File: config.mk
export PLATFORM = sky130hd
export DESIGN_NAME = hex_shape_function_eval
export DESIGN_NICKNAME = d
export VERILOG_FILES = /design/src/hw/rtl/hsfe_pkg.sv /design/src/hw/rtl/hsfe_mulq.sv /design/src/hw/rtl/hsfe_front.sv /design/src/hw/rtl/hsfe_back.sv /design/src/hw/rtl/hex_shape_function_eval.sv
export VERILOG_INCLUDE_DIRS = /design/src /design/src/hw/rtl
export SDC_FILE = /design/constraint.sdc
export NUM_CORES = 2
export LEC_CHECK = 0
export ABC_AREA = 1
export ABC_CLOCK_PERIOD_IN_PS = 14600
export BUFFER_PORTS_ARGS = -buffer_cell sky130_fd_sc_hd__buf_4
export CAP_MARGIN = 20
export CORE_MARGIN = 8
export CORE_UTILIZATION = 57
export DETAILED_ROUTE_END_ITERATION = 8
export PLACE_DENSITY_LB_ADDON = 0.12
export SKIP_CTS_REPAIR_TIMING = 1
export SYNTH_ARGS = -nofsm -noshare
export SYNTH_HDL_FRONTEND = slang
export SYNTH_SLANG_ARGS = --single-unit
File: constraint.sdc
create_clock -name clock -period 14.6 [get_ports clock]
set_input_delay 2.92 -clock clock [delete_from_list [all_inputs] [get_ports clock]]
set_output_delay 2.92 -clock clock [all_outputs]
set_load 0.01 [all_outputs]
File: src/hw/rtl/assert_macros.svh
// Assertion macros used by the top-level RTL file.
// No dependencies.
`ifndef ASSERT_MACROS_SVH
`define ASSERT_MACROS_SVH
// implication checked every clock, off during reset
`define CHK_IMPL(lbl, clk, rst, a, c, msg) \
   lbl: assert property (@(posedge clk) disable iff (rst) (a) |-> (c)) else $error(msg);
// next-cycle implication
`define CHK_NEXT(lbl, clk, rst, a, c, msg) \
   lbl: assert property (@(posedge clk) disable iff (rst) (a) |=> (c)) else $error(msg);
`endif

File: src/hw/rtl/hsfe_pkg.sv
// Types and constants of the hexahedral shape function evaluator.
// No dependencies.
package hsfe_pkg;
   localparam int CW = 16;
   localparam int OW = 17;
   localparam int FRAC_BITS = 14;
   localparam logic KIND_HEX8 = 1'b0;
   localparam logic KIND_HEX20 = 1'b1;

   typedef struct packed {
      logic signed [CW-1:0] r;
      logic signed [CW-1:0] s;
      logic signed [CW-1:0] t;
      logic kind;
      logic derivs;
   } point_type;

   // per-axis node direction: 2'b01 +1, 2'b11 -1, 2'b00 quadratic
   typedef logic [1:0] dir_type;

   function automatic logic [5:0] node_dir(input logic [4:0] n);
      case (n)
         5'd0: node_dir = {2'b11, 2'b11, 2'b01};
         5'd1: node_dir = {2'b11, 2'b01, 2'b01};
         5'd2: node_dir = {2'b11, 2'b01, 2'b11};
         5'd3: node_dir = {2'b11, 2'b11, 2'b11};
         5'd4: node_dir = {2'b01, 2'b11, 2'b01};
         5'd5: node_dir = {2'b01, 2'b01, 2'b01};
         5'd6: node_dir = {2'b01, 2'b01, 2'b11};
         5'd7: node_dir = {2'b01, 2'b11, 2'b11};
         5'd8: node_dir = {2'b11, 2'b00, 2'b01};
         5'd9: node_dir = {2'b11, 2'b01, 2'b00};
         5'd10: node_dir = {2'b11, 2'b00, 2'b11};
         5'd11: node_dir = {2'b11, 2'b11, 2'b00};
         5'd12: node_dir = {2'b01, 2'b00, 2'b01};
         5'd13: node_dir = {2'b01, 2'b01, 2'b00};
         5'd14: node_dir = {2'b01, 2'b00, 2'b11};
         5'd15: node_dir = {2'b01, 2'b11, 2'b00};
         5'd16: node_dir = {2'b00, 2'b11, 2'b01};
         5'd17: node_dir = {2'b00, 2'b01, 2'b01};
         5'd18: node_dir = {2'b00, 2'b01, 2'b11};
         5'd19: node_dir = {2'b00, 2'b11, 2'b11};
         default: node_dir = 6'd0;
      endcase
   endfunction
endpackage

File: src/hw/rtl/hsfe_mulq.sv
// Rounded fixed-point multiplier, one multiply per cycle, registered result.
// Depends on nothing.
module hsfe_mulq #(
   parameter int AW = 24,
   parameter int FB = 14
) (
   input  logic                 clock,
   input  logic signed [AW-1:0] a,
   input  logic signed [AW-1:0] b,
   input  logic [1:0]           extra,
   output logic signed [AW-1:0] p
);
   logic [AW-1:0]   ua, ub;
   logic [2*AW-1:0] prod, rnd;
   logic [AW-1:0]   mag;
   logic            neg;
   logic signed [AW-1:0] p_in, p_ff;
   int unsigned     k;

   always_comb begin
      neg  = a[AW-1] ^ b[AW-1];
      ua   = a[AW-1] ? -a : a;
      ub   = b[AW-1] ? -b : b;
      prod = ua * ub;
      k    = FB + 32'(extra);
      rnd  = (prod + ((2*AW)'(1) << (k - 1))) >> k;
      mag  = rnd[AW-1:0];
      p_in = neg ? -$signed(mag) : $signed(mag);
   end

   always_ff @(posedge clock) begin
      p_ff <= p_in;
   end

   assign p = p_ff;
endmodule

File: src/hw/rtl/hsfe_front.sv
// Front end: accepts points and holds them in a two-entry queue.
// Depends on hsfe_pkg.
module hsfe_front import hsfe_pkg::*; (
   input  logic      clock,
   input  logic      reset,
   input  logic      in_valid,
   output logic      in_ready,
   input  point_type in_pt,
   output logic      q_valid,
   input  logic      q_pop,
   output point_type q_pt
);
   point_type mem_ff [2];
   logic wp_ff, rp_ff;
   logic [1:0] cnt_ff;
   logic push;

   assign in_ready = cnt_ff != 2'd2;
   assign push = in_valid && in_ready;
   assign q_valid = cnt_ff != 2'd0;
   assign q_pt = mem_ff[rp_ff];

   always_ff @(posedge clock) begin
      if (push) mem_ff[wp_ff] <= in_pt;
      if (reset) begin
         wp_ff <= 1'b0; rp_ff <= 1'b0; cnt_ff <= 2'd0;
      end else begin
         if (push) wp_ff <= ~wp_ff;
         if (q_pop) rp_ff <= ~rp_ff;
         cnt_ff <= cnt_ff + 2'(push) - 2'(q_pop);
      end
   end
endmodule

File: src/hw/rtl/hsfe_back.sv
// Back end: sequences nodes through one shared rounded multiplier.
// Depends on hsfe_pkg and hsfe_mulq.
module hsfe_back import hsfe_pkg::*; (
   input  logic            clock,
   input  logic            reset,
   input  logic            q_valid,
   output logic            q_pop,
   input  point_type       q_pt,
   output logic            o_valid,
   input  logic            o_ready,
   output logic [4:0]      o_node,
   output logic [4*OW-1:0] o_vals,
   output logic            o_last
);
   // operands stay below 2^19 in magnitude for any 16-bit coordinate
   localparam int AW = 24;
   typedef enum logic [2:0] {IDLE, PREP, LOAD, MUL, WAIT, OUT} st_type;
   typedef logic signed [AW-1:0] w_type;
   localparam w_type ONE  = w_type'(1) <<< FRAC_BITS;
   localparam w_type FIVE = w_type'(5) <<< FRAC_BITS;

   st_type st_ff;
   point_type pt_ff;
   logic [4:0] node_ff;
   logic [3:0] step_ff;
   w_type x_ff [3];
   w_type sq_ff [3];
   w_type f_ff [3];
   w_type sum_ff;
   w_type res_ff [4];
   logic [4*OW-1:0] vals_ff;
   logic [4:0] onode_ff;
   logic olast_ff, ovalid_ff;
   w_type ma, mb, mp;
   logic [1:0] mx;
   w_type fac [3];
   logic [5:0] dir;
   logic quad, last_node, last_step, out_load, cap;
   logic [1:0] q, bq, cq;
   logic [3:0] nsteps, rstep;

   hsfe_mulq #(.AW(AW), .FB(FRAC_BITS)) u_mul (
      .clock(clock), .a(ma), .b(mb), .extra(mx), .p(mp));

   function automatic logic [OW-1:0] sat(input w_type v);
      if (v > w_type'(65535)) sat = OW'(65535);
      else if (v < -w_type'(65536)) sat = OW'(-65536);
      else sat = v[OW-1:0];
   endfunction

   function automatic w_type sgn(input dir_type d, input w_type v);
      sgn = (d == 2'b11) ? -v : v;
   endfunction

   function automatic logic [1:0] ob(input logic [1:0] aa);
      ob = (aa == 2'd0) ? 2'd1 : 2'd0;
   endfunction
   function automatic logic [1:0] oc(input logic [1:0] aa);
      oc = (aa == 2'd2) ? 2'd1 : 2'd2;
   endfunction

   // node decode and axis factors (linear 1+-x or quadratic 1-x*x)
   always_comb begin
      dir  = node_dir(node_ff);
      quad = pt_ff.kind && node_ff >= 5'd8;
      q    = (dir[1:0] == 2'b00) ? 2'd0 : (dir[3:2] == 2'b00) ? 2'd1 : 2'd2;
      bq   = ob(q);
      cq   = oc(q);
      last_node = node_ff == ((pt_ff.kind == KIND_HEX20) ? 5'd19 : 5'd7);
      for (int i = 0; i < 3; i++) begin
         case (dir[2*i +: 2])
            2'b01: fac[i] = ONE + x_ff[i];
            2'b11: fac[i] = ONE - x_ff[i];
            default: fac[i] = ONE - sq_ff[i];
         endcase
      end
   end

   // step schedule of the shared multiplier; a result lands in the next cycle
   // and a dependent step takes it straight from the multiplier output
   always_comb begin
      ma = '0; mb = '0; mx = 2'd0;
      if (pt_ff.kind == KIND_HEX8) nsteps = 4'd5;
      else if (!quad) nsteps = 4'd9;
      else nsteps = 4'd6;
      if (st_ff == PREP) begin
         case (step_ff)
            4'd0: begin ma = x_ff[0]; mb = x_ff[0]; end
            4'd1: begin ma = x_ff[1]; mb = x_ff[1]; end
            4'd2: begin ma = x_ff[2]; mb = x_ff[2]; end
            default: ;
         endcase
      end else if (st_ff == MUL) begin
         if (pt_ff.kind == KIND_HEX8) begin
            case (step_ff)
               4'd0: begin ma = f_ff[0]; mb = f_ff[1]; end
               4'd1: begin ma = mp; mb = f_ff[2]; mx = 2'd3; end
               4'd2: begin ma = f_ff[1]; mb = f_ff[2]; mx = 2'd3; end
               4'd3: begin ma = f_ff[0]; mb = f_ff[2]; mx = 2'd3; end
               4'd4: begin ma = f_ff[0]; mb = f_ff[1]; mx = 2'd3; end
               default: ;
            endcase
         end else if (!quad) begin
            case (step_ff)
               4'd0: begin ma = f_ff[0]; mb = f_ff[1]; end
               4'd1: begin ma = mp; mb = f_ff[2]; end
               4'd2: begin ma = mp; mb = sum_ff; mx = 2'd3; end
               4'd3: begin ma = f_ff[1]; mb = f_ff[2]; end
               4'd4: begin ma = mp; mb = sum_ff + f_ff[0]; mx = 2'd3; end
               4'd5: begin ma = f_ff[0]; mb = f_ff[2]; end
               4'd6: begin ma = mp; mb = sum_ff + f_ff[1]; mx = 2'd3; end
               4'd7: begin ma = f_ff[0]; mb = f_ff[1]; end
               4'd8: begin ma = mp; mb = sum_ff + f_ff[2]; mx = 2'd3; end
               default: ;
            endcase
         end else begin
            case (step_ff)
               4'd0: begin ma = f_ff[0]; mb = f_ff[1]; end
               4'd1: begin ma = mp; mb = f_ff[2]; mx = 2'd2; end
               4'd2: begin ma = x_ff[q]; mb = f_ff[bq]; end
               4'd3: begin ma = mp; mb = f_ff[cq]; mx = 2'd1; end
               4'd4: begin ma = f_ff[q]; mb = f_ff[cq]; mx = 2'd2; end
               4'd5: begin ma = f_ff[q]; mb = f_ff[bq]; mx = 2'd2; end
               default: ;
            endcase
         end
      end
      last_step = step_ff == nsteps - 4'd1;
   end

   assign cap      = (st_ff == MUL && step_ff != 4'd0) || st_ff == WAIT;
   assign rstep    = (st_ff == WAIT) ? step_ff : step_ff - 4'd1;
   assign out_load = (st_ff == OUT) && (!ovalid_ff || o_ready);

   assign q_pop   = (st_ff == IDLE) && q_valid;
   assign o_valid = ovalid_ff;
   assign o_node  = onode_ff;
   assign o_vals  = vals_ff;
   assign o_last  = olast_ff;

   always_ff @(posedge clock) begin
      if (reset) begin
         st_ff <= IDLE;
         ovalid_ff <= 1'b0;
      end else begin
         if (out_load) ovalid_ff <= 1'b1;
         else if (o_ready) ovalid_ff <= 1'b0;
         case (st_ff)
            IDLE: if (q_valid) begin
               pt_ff <= q_pt;
               x_ff[0] <= w_type'(q_pt.r);
               x_ff[1] <= w_type'(q_pt.s);
               x_ff[2] <= w_type'(q_pt.t);
               node_ff <= 5'd0;
               step_ff <= 4'd0;
               st_ff <= PREP;
            end
            PREP: begin
               // squares of the coordinates, one per cycle, for mid-edge nodes
               if (step_ff != 4'd0) sq_ff[step_ff[1:0] - 2'd1] <= mp;
               if (step_ff == 4'd3) st_ff <= LOAD;
               else step_ff <= step_ff + 4'd1;
            end
            LOAD: begin
               for (int i = 0; i < 3; i++) f_ff[i] <= fac[i];
               sum_ff <= fac[0] + fac[1] + fac[2] - FIVE;
               step_ff <= 4'd0;
               st_ff <= MUL;
            end
            MUL: begin
               if (last_step) st_ff <= WAIT;
               else step_ff <= step_ff + 4'd1;
            end
            WAIT: st_ff <= OUT;
            OUT: if (out_load) begin
               if (last_node) st_ff <= IDLE;
               else begin
                  node_ff <= node_ff + 5'd1;
                  st_ff <= LOAD;
               end
            end
            default: st_ff <= IDLE;
         endcase
         // value in res 0, derivatives by axis in res 1..3
         if (cap) begin
            if (pt_ff.kind == KIND_HEX8) begin
               case (rstep)
                  4'd1: res_ff[0] <= mp;
                  4'd2: res_ff[1] <= sgn(dir[1:0], mp);
                  4'd3: res_ff[2] <= sgn(dir[3:2], mp);
                  4'd4: res_ff[3] <= sgn(dir[5:4], mp);
                  default: ;
               endcase
            end else if (!quad) begin
               case (rstep)
                  4'd2: res_ff[0] <= mp;
                  4'd4: res_ff[1] <= sgn(dir[1:0], mp);
                  4'd6: res_ff[2] <= sgn(dir[3:2], mp);
                  4'd8: res_ff[3] <= sgn(dir[5:4], mp);
                  default: ;
               endcase
            end else begin
               case (rstep)
                  4'd1: res_ff[0] <= mp;
                  4'd3: res_ff[q + 2'd1] <= -mp;
                  4'd4: res_ff[bq + 2'd1] <= sgn(dir[2*bq +: 2], mp);
                  4'd5: res_ff[cq + 2'd1] <= sgn(dir[2*cq +: 2], mp);
                  default: ;
               endcase
            end
         end
         if (out_load) begin
            onode_ff <= node_ff;
            olast_ff <= last_node;
            vals_ff  <= {pt_ff.derivs ? sat(res_ff[3]) : OW'(0),
                         pt_ff.derivs ? sat(res_ff[2]) : OW'(0),
                         pt_ff.derivs ? sat(res_ff[1]) : OW'(0),
                         sat(res_ff[0])};
         end
      end
   end
endmodule

File: src/hw/rtl/hex_shape_function_eval.sv
// Hexahedral shape function evaluator, top level. Depends on hsfe_pkg,
// hsfe_front, hsfe_back and assert_macros.svh.
//
// Takes one natural point (r,s,t) in Q2.14 with an element kind (8-node or
// 20-node hexahedron) and a derivative flag, and streams one response per
// node: shape value and dN/dr, dN/ds, dN/dt in Q3.14, ties rounded away
// from zero, saturated to 17 bits, tlast on the final node. All products go
// through one shared rounding multiplier, one product per cycle. A point
// is first picked up and its coordinate squares formed; then each node takes
// a factor load, its products, the last product and an output step. A
// response that waits on rsp_tready holds the node sequencer. A two-entry
// request queue in front lets new requests be taken while a point is still
// being worked.
`include "assert_macros.svh"
module hex_shape_function_eval import hsfe_pkg::*; (
   input  logic        clock,
   input  logic        reset,
   input  logic        req_tvalid,
   output logic        req_tready,
   input  logic [47:0] req_tdata,  // coord_r, coord_s, coord_t
   input  logic [1:0]  req_tuser,  // element_kind, with_derivs
   output logic        rsp_tvalid,
   input  logic        rsp_tready,
   output logic [79:0] rsp_tdata,  // node_index, shape_value, deriv_r, deriv_s, deriv_t, 0
   output logic        rsp_tlast
);
   point_type in_pt, q_pt;
   logic q_valid, q_pop;
   logic [4:0] node;
   logic [4*OW-1:0] vals;

   assign in_pt = '{r: req_tdata[15:0], s: req_tdata[31:16], t: req_tdata[47:32],
                    kind: req_tuser[0], derivs: req_tuser[1]};

   hsfe_front u_front (
      .clock, .reset, .in_valid(req_tvalid), .in_ready(req_tready), .in_pt,
      .q_valid, .q_pop, .q_pt);

   hsfe_back u_back (
      .clock, .reset, .q_valid, .q_pop, .q_pt,
      .o_valid(rsp_tvalid), .o_ready(rsp_tready), .o_node(node), .o_vals(vals),
      .o_last(rsp_tlast));

   assign rsp_tdata = {7'b0, vals, node};

   `CHK_IMPL(a_last_node, clock, reset, rsp_tvalid && rsp_tlast,
             rsp_tdata[4:0] == 5'd7 || rsp_tdata[4:0] == 5'd19, "tlast on wrong node")
   `CHK_NEXT(a_hold, clock, reset, rsp_tvalid && !rsp_tready,
             rsp_tvalid && $stable(rsp_tdata), "response dropped while stalled")
endmodule

==> results.txt <==
cell taking the most area after synthesis: edfxtp_1
Via density: 6.04
gr usage total: 40.3%
DP Cell Count: 7832
count leader, synth: nand2_1
clock skew: 0.0445 ns
Max VDD drop: 0.000511 V
Area Overhead vs Synth: 8.85%
Crit. End Element: flop
R2R depth: 61
Seq cells post-synth: 536
Yosys top cell area share: 28.0%
outcome: completed
number of global-route vias before repair: 47408
Core Box Area: 92900 µm²
PD cells: 204 nW/µm²
RSZ-0062 raised after global routing: false
Root Driver: clkbuf_16
max cap viols: 0
clk buf depth: 3
dpl hpwl: 163000 µm
CP max stage cell: fa_1
Max Fclk: 72.4 MHz
Worst Tran Pin Value: 1.20 ns
number of I/O pins: 137
Slew HR: 19.2%
fin crit share: 94.6%
Hold/Removal Path Class: flop to flop
drt total wl: 210000 µm
Iter 0 DRT Violations: 6139
number of nets in the layout: 7451
hold path endpoint: u_front.rp_ff
RR Endpoint: u_back.u_mul.p[18]
Routed Antenna Nets: 0
leakage power figure: 0.0266 µW
Final Non-Filler Cells: 7956
min Tclk post-route: 13.81 ns
# setup viols final: 0
Setup crit start kind: flop
commonest cells in the netlist: nand2_1 (1561), inv_1 (1161), fa_1 (517), edfxtp_1 (497), nor2_1 (492)
Crit path largest cell delay: 0.55 ns
Final Hold Vio Count: 0
Total Power: 11800 µW
largest net degree at the start of global routing: 69
TritonCTS Buffers: 58
Vias: 48038
Mean Syn Cell Area: 8.09 µm²
Post-synth EDFFs: 497
Die ar.: 103000 µm²
die width: 322 µm
Hold Crit Depth: 1
H-tree depth: 2
global-route wire length before repair: 309000 µm
Final Wtd Congestion: 1.08
post-route setup slack: 0.787 ns
synth unique cells: 74
row cnt: 112
starting density of the core: 57.3%
Worst Path Arrival: 14.38 ns
input/output buffers: 129
initial antenna violation count: 9
Worst-Skew Late Latency: 0.71 ns
Avg WL per Cell: 26.4 µm
synth warn: 0
hold path start: u_front.rp_ff
critical path's most frequent cell: nand2_1
CTS tree: yes
Top FF cell, synth: edfxtp_1
Mapped Area: 53200 µm²
drt drc: 0
Die Height: 322 µm
WS Path Type: flop to flop
Syn Inst Count: 6580
top area cells in the synthesized netlist: edfxtp_1 (28%), fa_1 (19%), nand2_1 (11%)
total gr overflow: 0
Post-synth ARST share: 0%
Post-Place Worst Slack: 0.643 ns
sequential element share of the synthesized area: 29.5%
Clock Sink Count: 536
R2R Setup Slk: 0.79 ns
reg2reg start: u_back.step_ff[0]
CP Max Fanout: 24
Total Negative Setup Slacks: 0 ns
share of layout cells above drive strength 1: 9.05%
Max Slew Vio Count: 0
DR pass1 iterations: 7
data required time of the worst path: 15.17 ns
Worst-path clk slew: 0.07 ns
[worst max path at each step]
stage | startpoint | to | cells past startpoint
floorplan | u_back.step_ff[0] | u_back.u_mul.p[19] | 64
global placement | u_back.step_ff[0] | u_back.u_mul.p[20] | 61
detailed placement | u_back.step_ff[0] | u_back.u_mul.p[20] | 61
CTS | u_back.step_ff[0] | u_back.u_mul.p[20] | 61
global route | u_back.step_ff[0] | u_back.u_mul.p[19] | 64
finish | u_back.step_ff[0] | u_back.u_mul.p[18] | 61
[per-stage QoR]
| stage | hold slack, ns | cell area (µm²) | utilization (%) |
|---|---|---|---|
| after global routing | 0.478 | 57900 | 62.4 |
| after detailed placement | 0.444 | 55800 | 60.1 |
| after floorplan | 0.426 | 53400 | - |
| after CTS | 0.453 | 57800 | 62.2 |
| final | 0.457 | 58000 | 62.4 |
| after global placement | 0.436 | 55800 | 60.1 |
[area by class of cell]
type / instances / area, µm²
Antenna cell: 5 / 12.5
Clock buffer: 67 / 1490
Clock inverter: 40 / 452
Fill cell: 8230 / 35000
Inverter: 1214 / 4590
Multi-Input combinational cell: 4552 / 31900
Sequential cell: 536 / 15700
Tap cell: 1254 / 1570
Timing Repair Buffer: 288 / 2200
[critical path: cells and delay by family, from the launching register on]
family                     cells  cell delay [ns]
xor gates and xnor gates       2             0.62
buffers and inverters         11             1.41
AOI/OAI and AO/OA              9             1.73
DFF                            1             0.53
adders and majority gates     10             4.90
and+or+nand+nor               29             4.42
[report_power, final]
| group | internal, µW | switching, µW | total (µW) | leakage, µW |
|---|---|---|---|---|
| logic | 2410 | 5490 | 7900 | 0.0208 |
| clock network | 844 | 667 | 1510 | 0.000930 |
| registers | 2210 | 176 | 2380 | 0.00487 |
| total | 5470 | 6330 | 11800 | 0.0266 |
[layer usage]
| layer | GRT usage (%) | up-vias | part of all wire (%) |
|---|---|---|---|
| met5 | 0 | - | 0.010 |
| met4 | 32.0 | 4 | 9.9 |
| met3 | 10.1 | 827 | 11 |
| met2 | 62.5 | 3268 | 44 |
| met1 | 47.9 | 22832 | 35 |
| li1 | - | 21107 | - |
[kinds of logic (layout without fill, tap and decap cells)]
logic type	count (synthesis)	in the layout	synth area share, %
simple gates	2582	2582	20.3
buf+inv	1524	1609	11.2
compound gates	1003	1003	10.8
fa+ha+maj	747	747	24.8
flops	536	536	29.5
xor+xnor	132	132	2.20
mux	54	54	1.13
other cells	2	39	0.0141
[flip-flops by register name, summed over array words and instances (netlist names), 2 cells and up, named ones only]
name,flops
u_back.o_node,5
u_back.step_ff,4
u_front.cnt_ff,2
u_back.sum_ff,24
u_back.dir,6
u_back.node_ff,5
u_back.x_ff,48
u_back.res_ff,96
u_back.o_vals,68
u_back.pt_ff,2
u_back.st_ff,3
u_back.sq_ff,72
u_front.mem_ff,100
u_back.u_mul.p,24
u_back.f_ff,72
[placed cells by master, fill, tap and decap left out, types with 33 or more instances in the layout]
master | netlist | final
xnor2_1 | 38 | 34
inv_1 | 1161 | 1154
inv_2 | 35 | 35
nand3_1 | 301 | 301
edfxtp_1 | 497 | 497
o22ai_1 | 78 | 78
dfxtp_1 | 39 | 38
xor2_1 | 93 | 86
conb_1 | 2 | 34
o221ai_1 | 42 | 41
nand2_1 | 1561 | 1559
o21ai_0 | 386 | 384
buf_4 | 23 | 285
nor2_1 | 492 | 484
o211ai_1 | 41 | 41
o21ai_1 | 31 | 33
or2_2 | 34 | 34
ha_1 | 230 | 230
a21oi_1 | 301 | 300
nand4_1 | 62 | 62
mux2_2 | 50 | 50
fa_1 | 517 | 517
clkbuf_16 | 0 | 58
No activity file was read; power rests on OpenSTA's default activity.
